`src/rtl/bnw_pkg.sv`:
```
package bnw_pkg;

	localparam int INDEX_BITS = 16;
	localparam int FRAC_BITS  = 16;
	localparam int POS_BITS   = INDEX_BITS + FRAC_BITS;
	localparam int W_BITS     = FRAC_BITS + 1;
	localparam int CFG_INDEX_BITS = 4;

	localparam logic [CFG_INDEX_BITS-1:0] CFG_ROW_COUNT = CFG_INDEX_BITS'(0);
	localparam logic [CFG_INDEX_BITS-1:0] CFG_COL_COUNT = CFG_INDEX_BITS'(1);

	typedef struct packed {
		logic signed [POS_BITS-1:0] row_pos;
		logic signed [POS_BITS-1:0] col_pos;
	} bnw_in_t;

	typedef struct packed {
		logic [INDEX_BITS-1:0] nearest_row;
		logic [INDEX_BITS-1:0] nearest_col;
		logic [INDEX_BITS-1:0] row_low;
		logic [INDEX_BITS-1:0] row_high;
		logic [INDEX_BITS-1:0] col_low;
		logic [INDEX_BITS-1:0] col_high;
		logic [W_BITS-1:0]     weight_ll;
		logic [W_BITS-1:0]     weight_lh;
		logic [W_BITS-1:0]     weight_hl;
		logic [W_BITS-1:0]     weight_hh;
	} bnw_out_t;

endpackage

```
`src/rtl/bnw_axis.sv`:
```
module bnw_axis
	import bnw_pkg::*;
#(
	parameter int INDEX_W = INDEX_BITS,
	parameter int FRAC_W  = FRAC_BITS
) (
	input  logic signed [INDEX_W+FRAC_W-1:0] pos,
	input  logic [INDEX_W-1:0]               count,
	output logic [INDEX_W-1:0]               nearest,
	output logic [INDEX_W-1:0]               lo,
	output logic [INDEX_W-1:0]               hi,
	output logic [FRAC_W:0]                  sub_hi,
	output logic [FRAC_W:0]                  sub_lo
);

	localparam int PW = INDEX_W + FRAC_W;
	localparam logic [PW-1:0]     HALF_P = PW'(1) << (FRAC_W - 1);
	localparam logic [FRAC_W:0]   HALF_W = (FRAC_W + 1)'(1) << (FRAC_W - 1);
	localparam logic [FRAC_W:0]   ONE_W  = (FRAC_W + 1)'(1) << FRAC_W;

	logic [INDEX_W-1:0] last;
	logic [PW-1:0]      pos_u;
	logic [PW-1:0]      rsum;
	logic [INDEX_W-1:0] rnd;
	logic [PW-1:0]      last_pos;
	logic               neg;
	logic               zero;
	logic               interior;
	logic               frac_nz;
	logic               split;

	always_comb begin
		pos_u    = pos;
		last     = (count == '0) ? '0 : count - INDEX_W'(1);
		neg      = pos_u[PW-1];
		zero     = (pos_u == '0);
		rsum     = pos_u + HALF_P;
		rnd      = rsum[PW-1:FRAC_W];
		last_pos = {last, {FRAC_W{1'b0}}};
		interior = !neg && !zero && (pos_u < last_pos);
		frac_nz  = (pos_u[FRAC_W-1:0] != '0);
		split    = interior && frac_nz;

		if (neg) begin
			nearest = '0;
		end else if (rnd > last) begin
			nearest = last;
		end else begin
			nearest = rnd;
		end

		if (interior) begin
			lo = pos_u[PW-1:FRAC_W];
		end else if (!neg && !zero) begin
			lo = last;
		end else begin
			lo = '0;
		end
		hi = lo + INDEX_W'(split);

		sub_hi = split ? {1'b0, pos_u[FRAC_W-1:0]} : HALF_W;
		sub_lo = ONE_W - sub_hi;
	end

endmodule

```
`src/rtl/bilinear_neighbor_weight_gen.sv`:
```
// Bilinear neighbor and weight generator.
// Input channel pos/pos_valid/pos_stall: one beat carries a row and column
// position in signed Q16.16. A beat is taken when pos_valid is high and
// pos_stall is low.
// Output channel result/result_valid/result_stall: one beat per input beat,
// holding nearest indices, bracketing indices and four Q1.16 weights.
// Config channel cfg_valid/cfg_ready/cfg_index/cfg_data: index 0 writes
// row_count, index 1 col_count, other indices are ignored. cfg_ready is
// always high; write only while no beat is in flight.
// Stages: axis resolve (s1), four 17x17 multiplies (s2), rounding (s3); a
// beat is registered in each on its way to result_valid. One beat per cycle
// is sustained except when result_stall is high with a result waiting: then
// the whole pipeline freezes and pos_stall is raised; nothing is dropped or
// repeated. Reset clears all valid bits and sets both counts to 1.
module bilinear_neighbor_weight_gen
	import bnw_pkg::*;
(
	input  logic                      clk,
	input  logic                      arst_n,
	input  logic                      pos_valid,
	output logic                      pos_stall,
	input  bnw_in_t                   pos,
	output logic                      result_valid,
	input  logic                      result_stall,
	output bnw_out_t                  result,
	input  logic                      cfg_valid,
	output logic                      cfg_ready,
	input  logic [CFG_INDEX_BITS-1:0] cfg_index,
	input  logic [INDEX_BITS-1:0]     cfg_data
);

	localparam int PROD_BITS = 2 * W_BITS;
	localparam logic [PROD_BITS-1:0] HALF_PROD = PROD_BITS'(1) << (FRAC_BITS - 1);

	logic [INDEX_BITS-1:0] row_count_q, col_count_q;

	logic adv;
	logic valid_s1, valid_s2, valid_s3;

	logic [INDEX_BITS-1:0] nr_c, nc_c, rl_c, rh_c, cl_c, ch_c;
	logic [W_BITS-1:0]     r2_c, r1_c, c2_c, c1_c;

	logic [INDEX_BITS-1:0] nr_s1, nc_s1, rl_s1, rh_s1, cl_s1, ch_s1;
	logic [W_BITS-1:0]     r2_s1, r1_s1, c2_s1, c1_s1;

	logic [INDEX_BITS-1:0]  nr_s2, nc_s2, rl_s2, rh_s2, cl_s2, ch_s2;
	logic [PROD_BITS-1:0]   pll_s2, plh_s2, phl_s2, phh_s2;

	bnw_out_t res_s3;

	assign cfg_ready = 1'b1;

	always_ff @(posedge clk or negedge arst_n) begin
		if (!arst_n) begin
			row_count_q <= INDEX_BITS'(1);
			col_count_q <= INDEX_BITS'(1);
		end else if (cfg_valid && cfg_ready) begin
			case (cfg_index)
				CFG_ROW_COUNT: row_count_q <= cfg_data;
				CFG_COL_COUNT: col_count_q <= cfg_data;
				default: ;
			endcase
		end
	end

	bnw_axis #(.INDEX_W(INDEX_BITS), .FRAC_W(FRAC_BITS)) u_row (
		.pos     (pos.row_pos),
		.count   (row_count_q),
		.nearest (nr_c),
		.lo      (rl_c),
		.hi      (rh_c),
		.sub_hi  (r2_c),
		.sub_lo  (r1_c)
	);

	bnw_axis #(.INDEX_W(INDEX_BITS), .FRAC_W(FRAC_BITS)) u_col (
		.pos     (pos.col_pos),
		.count   (col_count_q),
		.nearest (nc_c),
		.lo      (cl_c),
		.hi      (ch_c),
		.sub_hi  (c2_c),
		.sub_lo  (c1_c)
	);

	assign adv       = !(valid_s3 && result_stall);
	assign pos_stall = !adv;

	always_ff @(posedge clk or negedge arst_n) begin
		if (!arst_n) begin
			valid_s1 <= 1'b0;
			valid_s2 <= 1'b0;
			valid_s3 <= 1'b0;
		end else if (adv) begin
			valid_s1 <= pos_valid;
			valid_s2 <= valid_s1;
			valid_s3 <= valid_s2;
		end
	end

	always_ff @(posedge clk) begin
		if (adv) begin
			nr_s1 <= nr_c;
			nc_s1 <= nc_c;
			rl_s1 <= rl_c;
			rh_s1 <= rh_c;
			cl_s1 <= cl_c;
			ch_s1 <= ch_c;
			r2_s1 <= r2_c;
			r1_s1 <= r1_c;
			c2_s1 <= c2_c;
			c1_s1 <= c1_c;

			nr_s2  <= nr_s1;
			nc_s2  <= nc_s1;
			rl_s2  <= rl_s1;
			rh_s2  <= rh_s1;
			cl_s2  <= cl_s1;
			ch_s2  <= ch_s1;
			pll_s2 <= PROD_BITS'(r1_s1) * PROD_BITS'(c1_s1);
			plh_s2 <= PROD_BITS'(r1_s1) * PROD_BITS'(c2_s1);
			phl_s2 <= PROD_BITS'(r2_s1) * PROD_BITS'(c1_s1);
			phh_s2 <= PROD_BITS'(r2_s1) * PROD_BITS'(c2_s1);

			res_s3.nearest_row <= nr_s2;
			res_s3.nearest_col <= nc_s2;
			res_s3.row_low     <= rl_s2;
			res_s3.row_high    <= rh_s2;
			res_s3.col_low     <= cl_s2;
			res_s3.col_high    <= ch_s2;
			res_s3.weight_ll   <= W_BITS'((pll_s2 + HALF_PROD) >> FRAC_BITS);
			res_s3.weight_lh   <= W_BITS'((plh_s2 + HALF_PROD) >> FRAC_BITS);
			res_s3.weight_hl   <= W_BITS'((phl_s2 + HALF_PROD) >> FRAC_BITS);
			res_s3.weight_hh   <= W_BITS'((phh_s2 + HALF_PROD) >> FRAC_BITS);
		end
	end

	assign result_valid = valid_s3;
	assign result       = res_s3;

`ifndef SYNTHESIS
	localparam logic [W_BITS-1:0] QUARTER = W_BITS'(1) << (FRAC_BITS - 2);

	a_stall_only_on_waiting_result: assert property (
		@(posedge clk) disable iff (!arst_n)
		pos_stall |-> result_valid
	) else $error("input stalled without a waiting result");

	a_row_bracket: assert property (
		@(posedge clk) disable iff (!arst_n)
		result_valid |-> (result.row_high == result.row_low) ||
			(result.row_high == INDEX_BITS'(result.row_low + INDEX_BITS'(1)))
	) else $error("row bracket not adjacent");

	a_col_bracket: assert property (
		@(posedge clk) disable iff (!arst_n)
		result_valid |-> (result.col_high == result.col_low) ||
			(result.col_high == INDEX_BITS'(result.col_low + INDEX_BITS'(1)))
	) else $error("column bracket not adjacent");

	a_even_split: assert property (
		@(posedge clk) disable iff (!arst_n)
		(result_valid && result.row_low == result.row_high &&
			result.col_low == result.col_high) |->
		(result.weight_ll == QUARTER && result.weight_lh == QUARTER &&
			result.weight_hl == QUARTER && result.weight_hh == QUARTER)
	) else $error("collapsed brackets without even split");
`endif

endmodule
```
`config.mk`:
```
export PLATFORM = sky130hd
export DESIGN_NAME = bilinear_neighbor_weight_gen
export DESIGN_NICKNAME = d
export VERILOG_FILES = /design/src/rtl/bnw_pkg.sv /design/src/rtl/bnw_axis.sv /design/src/rtl/bilinear_neighbor_weight_gen.sv
export SDC_FILE = /design/constraint.sdc
export NUM_CORES = 2
export LEC_CHECK = 0
export BUFFER_PORTS_ARGS = -buffer_cell sky130_fd_sc_hd__buf_4
export CORE_MARGIN = 4
export CORE_UTILIZATION = 50
export DETAILED_ROUTE_END_ITERATION = 8
export PLACE_DENSITY = 0.75
export SLEW_MARGIN = 5
export SYNTH_ARGS = -nofsm -noshare
export SYNTH_HDL_FRONTEND = slang
export SYNTH_SLANG_ARGS = --single-unit
```
`constraint.sdc`:
```
create_clock -name clk -period 13.4 [get_ports clk]
set_input_delay 1.34 -clock clk [delete_from_list [all_inputs] [get_ports clk]]
set_output_delay 1.34 -clock clk [all_outputs]
set_load 0.1 [all_outputs]
```
## Word-level counts from Yosys, hierarchy flattened

Index checks and enable logic that the tools add are counted.

| word-level totals | value |
|---|---|
| register bits after elaboration | 591 |
| input port bits | 89 |
| output and inout bits | 167 |
| word-level logic and storage cells | 86 |

| operators by class | value |
|---|---|
| add/subtract/negate cells | 12 |
| multipliers | 4 |
| order comparisons | 4 |
| equality and inequality tests | 1 |
| mux-type cells | 10 |
| reduce and logical (&&, ||, !) cells | 20 |

Operators with widths:

| cell | count |
|---|---|
| 16-bit two-way mux | 10 |
| 33-bit by 16-bit adder with 33-bit output, second input constant | 4 |
| 17-bit by 17-bit multiplier with 33-bit output | 4 |
| 32-bit by 16-bit adder with 32-bit output, second input constant | 2 |
| 32-bit zero test | 2 |
| 32-bit < comparator | 2 |
| 17-bit subtractor, first input constant | 2 |
| 16-bit by 1-bit adder with 16-bit output | 2 |
| 16-bit > comparator | 2 |
| 16-bit zero test | 2 |
| 16-bit nonzero test | 2 |
| 16-bit by 1-bit subtractor with 16-bit output, second input constant | 2 |
| 1-bit logical AND | 7 |
| 4-bit by 1-bit equality test with 1-bit output, second input constant | 1 |
| 1-bit zero test | 4 |
| 4-bit zero test | 1 |
| 2-bit AND reduction | 2 |

## Logic depth before layout (Yosys ltp)

| logic depth | value |
|---|---|
| depth after elaboration | 7 |
| gate-level depth with buffers | 26 |
| mapped depth without buffers | 24 |

## By module

Synthesis repeated with hierarchy kept, for this count alone.

| second synthesis, totals | value |
|---|---|
| cells, all modules | 5802 |
| area total of the unflattened synthesis | 59443.3 um2 |

By module, submodules not included:

| module | instances | cells an instance | area an instance (um2) | sequential area each (um2) |
|---|---|---|---|---|
| bilinear_neighbor_weight_gen | 1 | 4921 | 53455.0 | 15772.6 |
| bnw_axis (u_row) | 1 | 438 | 3024.2 | 0.0 |
| bnw_axis (u_col) | 1 | 443 | 2964.1 | 0.0 |

## Worst setup path before layout

No wires, ideal clock.

| path | value |
|---|---|
| path type | input to output |
| from | input result_stall |
| to | output pos_stall |
| arrival time | 16.659 ns |
| data required time | 12.060 ns |
| slack | -4.599 ns |
| cell stages on the path | 2 |
| path buffers | 0 |
| path through | nand2_1 > inv_1 |

| on the way | value |
|---|---|
| word-level cells in the longest chain between the ends | 1 |

RTL lines:

| what | line | source |
|---|---|---|
| start: declaration | bilinear_neighbor_weight_gen.sv:24 | `input logic result_stall,` |
| 1-bit logical AND | bilinear_neighbor_weight_gen.sv:86 | `assign adv = !(valid_s3 && result_stall);` |
| end: declaration | bilinear_neighbor_weight_gen.sv:21 | `output logic pos_stall,` |

Every way passes these cells.

## Worst setup path after layout

| path | value |
|---|---|
| from | register c1_s1[16] |
| to | register pll_s2[31] (data pin) |

| on the way | value |
|---|---|
| word-level cells in the longest chain between the ends | 1 |

RTL lines:

| what | line | source |
|---|---|---|
| start: declaration | bilinear_neighbor_weight_gen.sv:44 | `logic [W_BITS-1:0] r2_s1, r1_s1, c2_s1, c1_s1;` |
| start signal: assignment | bilinear_neighbor_weight_gen.sv:112 | `c1_s1 <= c1_c;` |
| 17-bit by 17-bit multiplier with 33-bit output | bilinear_neighbor_weight_gen.sv:120 | `pll_s2 <= PROD_BITS'(r1_s1) * PROD_BITS'(c1_s1);` |
| end signal: assignment | bilinear_neighbor_weight_gen.sv:120 |  |
| end: declaration | bilinear_neighbor_weight_gen.sv:47 | `logic [PROD_BITS-1:0] pll_s2, plh_s2, phl_s2, phh_s2;` |

Every way passes these cells.
A chain may end at the register's enable or synchronous reset.

==> impl_metrics.env <==
export IMPL_outcome="finished, final reports clean"
export IMPL_detailroute_wirelength_met2_mm=65.38
export IMPL_finalWorstSetupSlack_ns=6.013
export IMPL_m1WireLength_mm=54.22
export IMPL_min_period_over_period=0.5512
export IMPL_width_of_the_die_um=345.0
export IMPL_worst_ep_arrival_time_ns=7.78
export IMPL_timing_rr_end="pll_s2[31]$_DFFE_PN_"
export IMPL_worst_case_hold_path_end_point="result[88]$_DFFE_PN_"
export IMPL_synth_top_area_cell="sky130_fd_sc_hd__fa_1"
export IMPL_startpoint_of_the_worst_register_to_register_path="c1_s1[16]$_DFFE_PN_"
export IMPL_port_buffers=254
export IMPL_cpMostUsedCell="sky130_fd_sc_hd__fa_1"
export IMPL_cap_viol_max_count=0
export IMPL_synthDistinctLibCells=91
export IMPL_post_drt_wl_per_cell_um=19.06
export IMPL_dr_max_layer_used="met5"
export IMPL_register_bit_count_reported_by_yosys=527
export IMPL_min_period_ns=7.387
export IMPL_detailedRoute_firstPassIterationCount=6
export IMPL_crit_chain="nand2_1 -> fa_1 -> fa_1 -> inv_1 -> fa_1 -> fa_1 -> fa_1 -> inv_1 -> fa_1 -> inv_1 -> ha_1 -> a211oi_1 -> a32o_1 -> nor2_1 -> a32o_1 -> a211o_1 -> nand2_1 -> o211ai_1 -> o211ai_1 -> a21boi_0 -> o31a_1"
export IMPL_critPathLaunchType="flip-flop"
export IMPL_rsz_0062_raised_after_global_routing="false"
export IMPL_timing_critical_path_fanout_max=32
export IMPL_ys_seq_area_frac=0.2756
export IMPL_worst_min_path_class="reg2reg"
export IMPL_floorplan_die_area_mm2=0.1190
export IMPL_overall_overflow_remaining_after_global_route=0
export IMPL_synth_edff_count=492
export IMPL_drt_iter0_drc=2605
export IMPL_syn_to_final_growth_pct=9.503
export IMPL_ff2ff_path_depth=21
export IMPL_grt_total_usage=0.2307
export IMPL_synthTopCellsByCount="sky130_fd_sc_hd__inv_1, sky130_fd_sc_hd__fa_1, sky130_fd_sc_hd__nand2_1"
export IMPL_final_max_slew_violation_count=0
export IMPL_worst_setup_path_category="reg2reg"
export IMPL_ctsLongestPathBuffers=3
export IMPL_tightest_slew_ns=1.209
export IMPL_io_pins=256
export IMPL_synth_net_count=6888
export IMPL_synth_top_cells_by_area="sky130_fd_sc_hd__fa_1, sky130_fd_sc_hd__edfxtp_1, sky130_fd_sc_hd__ha_1, sky130_fd_sc_hd__inv_1, sky130_fd_sc_hd__and2_1"
export IMPL_drt_antenna_violating_nets=0
export IMPL_synth_top_cell_area_share=0.2923
export IMPL_vias=38460
export IMPL_htree_levels=2
export IMPL_cpLargestDelayFamily="adder cells"
export IMPL_required_ns=13.79
export IMPL_cts_hold_buffers=0
export IMPL_final_setup_viol_count=0
export IMPL_initial_cell_density_of_the_core=0.5041
export IMPL_synth_async_reset_ratio=0.06641
export IMPL_fmax_mhz=135.4
export IMPL_cts_tree="yes"
export IMPL_relSlewSlack=0.1937
export IMPL_grt_pass1_wl_mm=220.2
export IMPL_grt_antenna_before_repair=9
export IMPL_critical_path_endpoint_type="flip-flop"
export IMPL_post_synth_inst_count=5456
export IMPL_tritoncts_buffer_count=55
export IMPL_cts_root_buf="sky130_fd_sc_hd__clkbuf_16"
export IMPL_hold_depth=0
export IMPL_grt_pass1_vias=41410
export IMPL_finalWeightedCongestion=0.9104
export IMPL_min_delay_start="cl_s2[4]$_DFFE_PN_"
export IMPL_yosys_warnings=0
export IMPL_met3_wirelength_mm=11.95
export IMPL_grt_max_degree=87
export IMPL_critical_path_depth=21
export IMPL_cts_repair_resized=0
export IMPL_final_net_count=7032
export IMPL_core_area_mm2=0.1127
export IMPL_worstPathBufferInverterCount=3
export IMPL_dpl_worst_slack_ns=6.068
export IMPL_path_clk_slew_ns=0.06
export IMPL_via_per_inst=5.379
export IMPL_synthMostInstantiatedCell="sky130_fd_sc_hd__inv_1"
export IMPL_dp_hpwl_mm=102.1
export IMPL_worst_r2r_setup_slack_ns=6.01
export IMPL_drive_gt1_frac=0.08891
export IMPL_postSynth_topFlopCell="sky130_fd_sc_hd__edfxtp_1"
export IMPL_routed_wirelength_mm=136.3
export IMPL_postSynthAreaPerCell_um2=10.41
export IMPL_totalNegativeSetupSlack_ns=0
export IMPL_die_height_um=345.0
export IMPL_final_hold_violation_count=0
export IMPL_post_synth_instance_area_mm2=0.05679
export IMPL_worst_skew_pair_late_latency_ns=0.67
export IMPL_cts_repair_timing_setup_buffer_count=0
export IMPL_core_rowCount=123
export IMPL_cts_sink_count=527
export IMPL_slowest_stage_cell_on_the_critical_path="sky130_fd_sc_hd__edfxtp_1"
export IMPL_timing_clock_skew_ns=0.03483
export IMPL_drt_drc_violations_left=0
export IMPL_crit_path_max_cell_delay_ns=1.14
[through the flow]
step	area, um2	utilization	std cells	hold slack [ns]
finish	62180	0.5520	7151	0.4121
global route	62170	0.5519	7146	0.4218
CTS	62170	0.5519	7146	0.4132
detailed placement	60210	0.5344	7043	0.4045
global placement	60210	0.5344	7043	0.4008
floorplan	56790	-	5456	0.4003
[area by class of cell]
type	instances	area, um2
Clock inverter	35	444.2
Antenna cell	5	12.51
Multi-Input combinational cell	3605	36150
Clock buffer	68	1519
Tap cell	1500	1877
Sequential cell	527	15650
Fill cell	9584	50470
Inverter	1082	4061
Timing Repair Buffer	329	2470
[logic make-up (layout without fill, tap and decap cells)]
logic type | Yosys count | in the layout | synth area share
multiplexers | 40 | 40 | 0.008042
other | 1 | 6 | 0.00006604
AO/OA/AOI/OAI | 354 | 354 | 0.04378
AND/OR/NAND/NOR | 1643 | 1643 | 0.1439
buffers and inverters | 1324 | 1514 | 0.08853
XOR/XNOR | 224 | 224 | 0.03455
flip-flops | 527 | 527 | 0.2756
adder cells (fa/ha/maj) | 1343 | 1343 | 0.4055
[flip-flops by register name, summed over array words and instances (netlist names), 15 cells and up]
name         cells
phh_s2          18
pll_s2          18
rh_s1           16
nc_s1           16
ch_s2           16
rl_s1           16
r2_s1           15
cl_s2           16
phl_s2          18
nc_s2           16
c1_s1           17
row_count_q     16
rh_s2           16
col_count_q     16
r1_s1           17
c2_s1           15
rl_s2           16
nr_s2           16
plh_s2          18
cl_s1           16
result         164
nr_s1           16
ch_s1           16
[layer usage]
layer,global-route usage,up-vias
met3,0.05873,302
met1,0.2923,19290
li1,-,17390
met5,0,-
met4,0.07740,8
met2,0.3875,1469
[how the worst max path moves through the flow]
stage	startpoint	to	slack [ns]
after floorplan	result_stall	pos_stall	1.94
after global routing	c1_s1[16]$_DFFE_PN_	pll_s2[31]$_DFFE_PN_	5.65
after CTS	c1_s1[16]$_DFFE_PN_	pll_s2[31]$_DFFE_PN_	6.10
after detailed placement	c1_s1[16]$_DFFE_PN_	pll_s2[31]$_DFFE_PN_	6.07
after global placement	c1_s1[16]$_DFFE_PN_	pll_s2[31]$_DFFE_PN_	6.27
final	c1_s1[16]$_DFFE_PN_	pll_s2[31]$_DFFE_PN_	6.01
[layout by cell type, fill, tap and decap left out, types with 6 or more instances in the layout]
master | synthesis | final
sky130_fd_sc_hd__clkbuf_1 | 225 | 7
sky130_fd_sc_hd__nor2_1 | 121 | 121
sky130_fd_sc_hd__dfrtp_1 | 33 | 33
sky130_fd_sc_hd__or4_1 | 8 | 8
sky130_fd_sc_hd__a211oi_1 | 41 | 39
sky130_fd_sc_hd__nand3_1 | 72 | 72
sky130_fd_sc_hd__edfxtp_1 | 492 | 492
sky130_fd_sc_hd__or3_1 | 14 | 14
sky130_fd_sc_hd__nor4_1 | 18 | 17
sky130_fd_sc_hd__xnor2_1 | 147 | 147
sky130_fd_sc_hd__and2_1 | 493 | 493
sky130_fd_sc_hd__clkinv_2 | 0 | 8
sky130_fd_sc_hd__o21ai_0 | 55 | 55
sky130_fd_sc_hd__clkinv_1 | 0 | 6
sky130_fd_sc_hd__ha_1 | 514 | 514
sky130_fd_sc_hd__inv_1 | 1081 | 1081
sky130_fd_sc_hd__buf_4 | 3 | 329
sky130_fd_sc_hd__nand2_1 | 715 | 714
sky130_fd_sc_hd__xor2_1 | 77 | 77
sky130_fd_sc_hd__a21oi_1 | 85 | 85
sky130_fd_sc_hd__nand2b_1 | 13 | 13
sky130_fd_sc_hd__mux2_2 | 35 | 35
sky130_fd_sc_hd__or2_2 | 6 | 6
sky130_fd_sc_hd__fa_1 | 829 | 829
sky130_fd_sc_hd__a31oi_1 | 6 | 6
sky130_fd_sc_hd__and3_1 | 48 | 48
sky130_fd_sc_hd__o211ai_1 | 8 | 8
sky130_fd_sc_hd__nand4_1 | 40 | 40
sky130_fd_sc_hd__bufinv_16 | 0 | 8
sky130_fd_sc_hd__nor2b_1 | 17 | 17
sky130_fd_sc_hd__o31ai_1 | 18 | 18
sky130_fd_sc_hd__and4_1 | 7 | 7
sky130_fd_sc_hd__clkbuf_16 | 0 | 58
sky130_fd_sc_hd__o21a_1 | 25 | 25
sky130_fd_sc_hd__nor3_1 | 42 | 42
sky130_fd_sc_hd__a21o_1 | 48 | 48
Power is left out: the tool's default activity adds up to more than one toggle a clock period on the data nets, which glitch-free logic cannot reach.
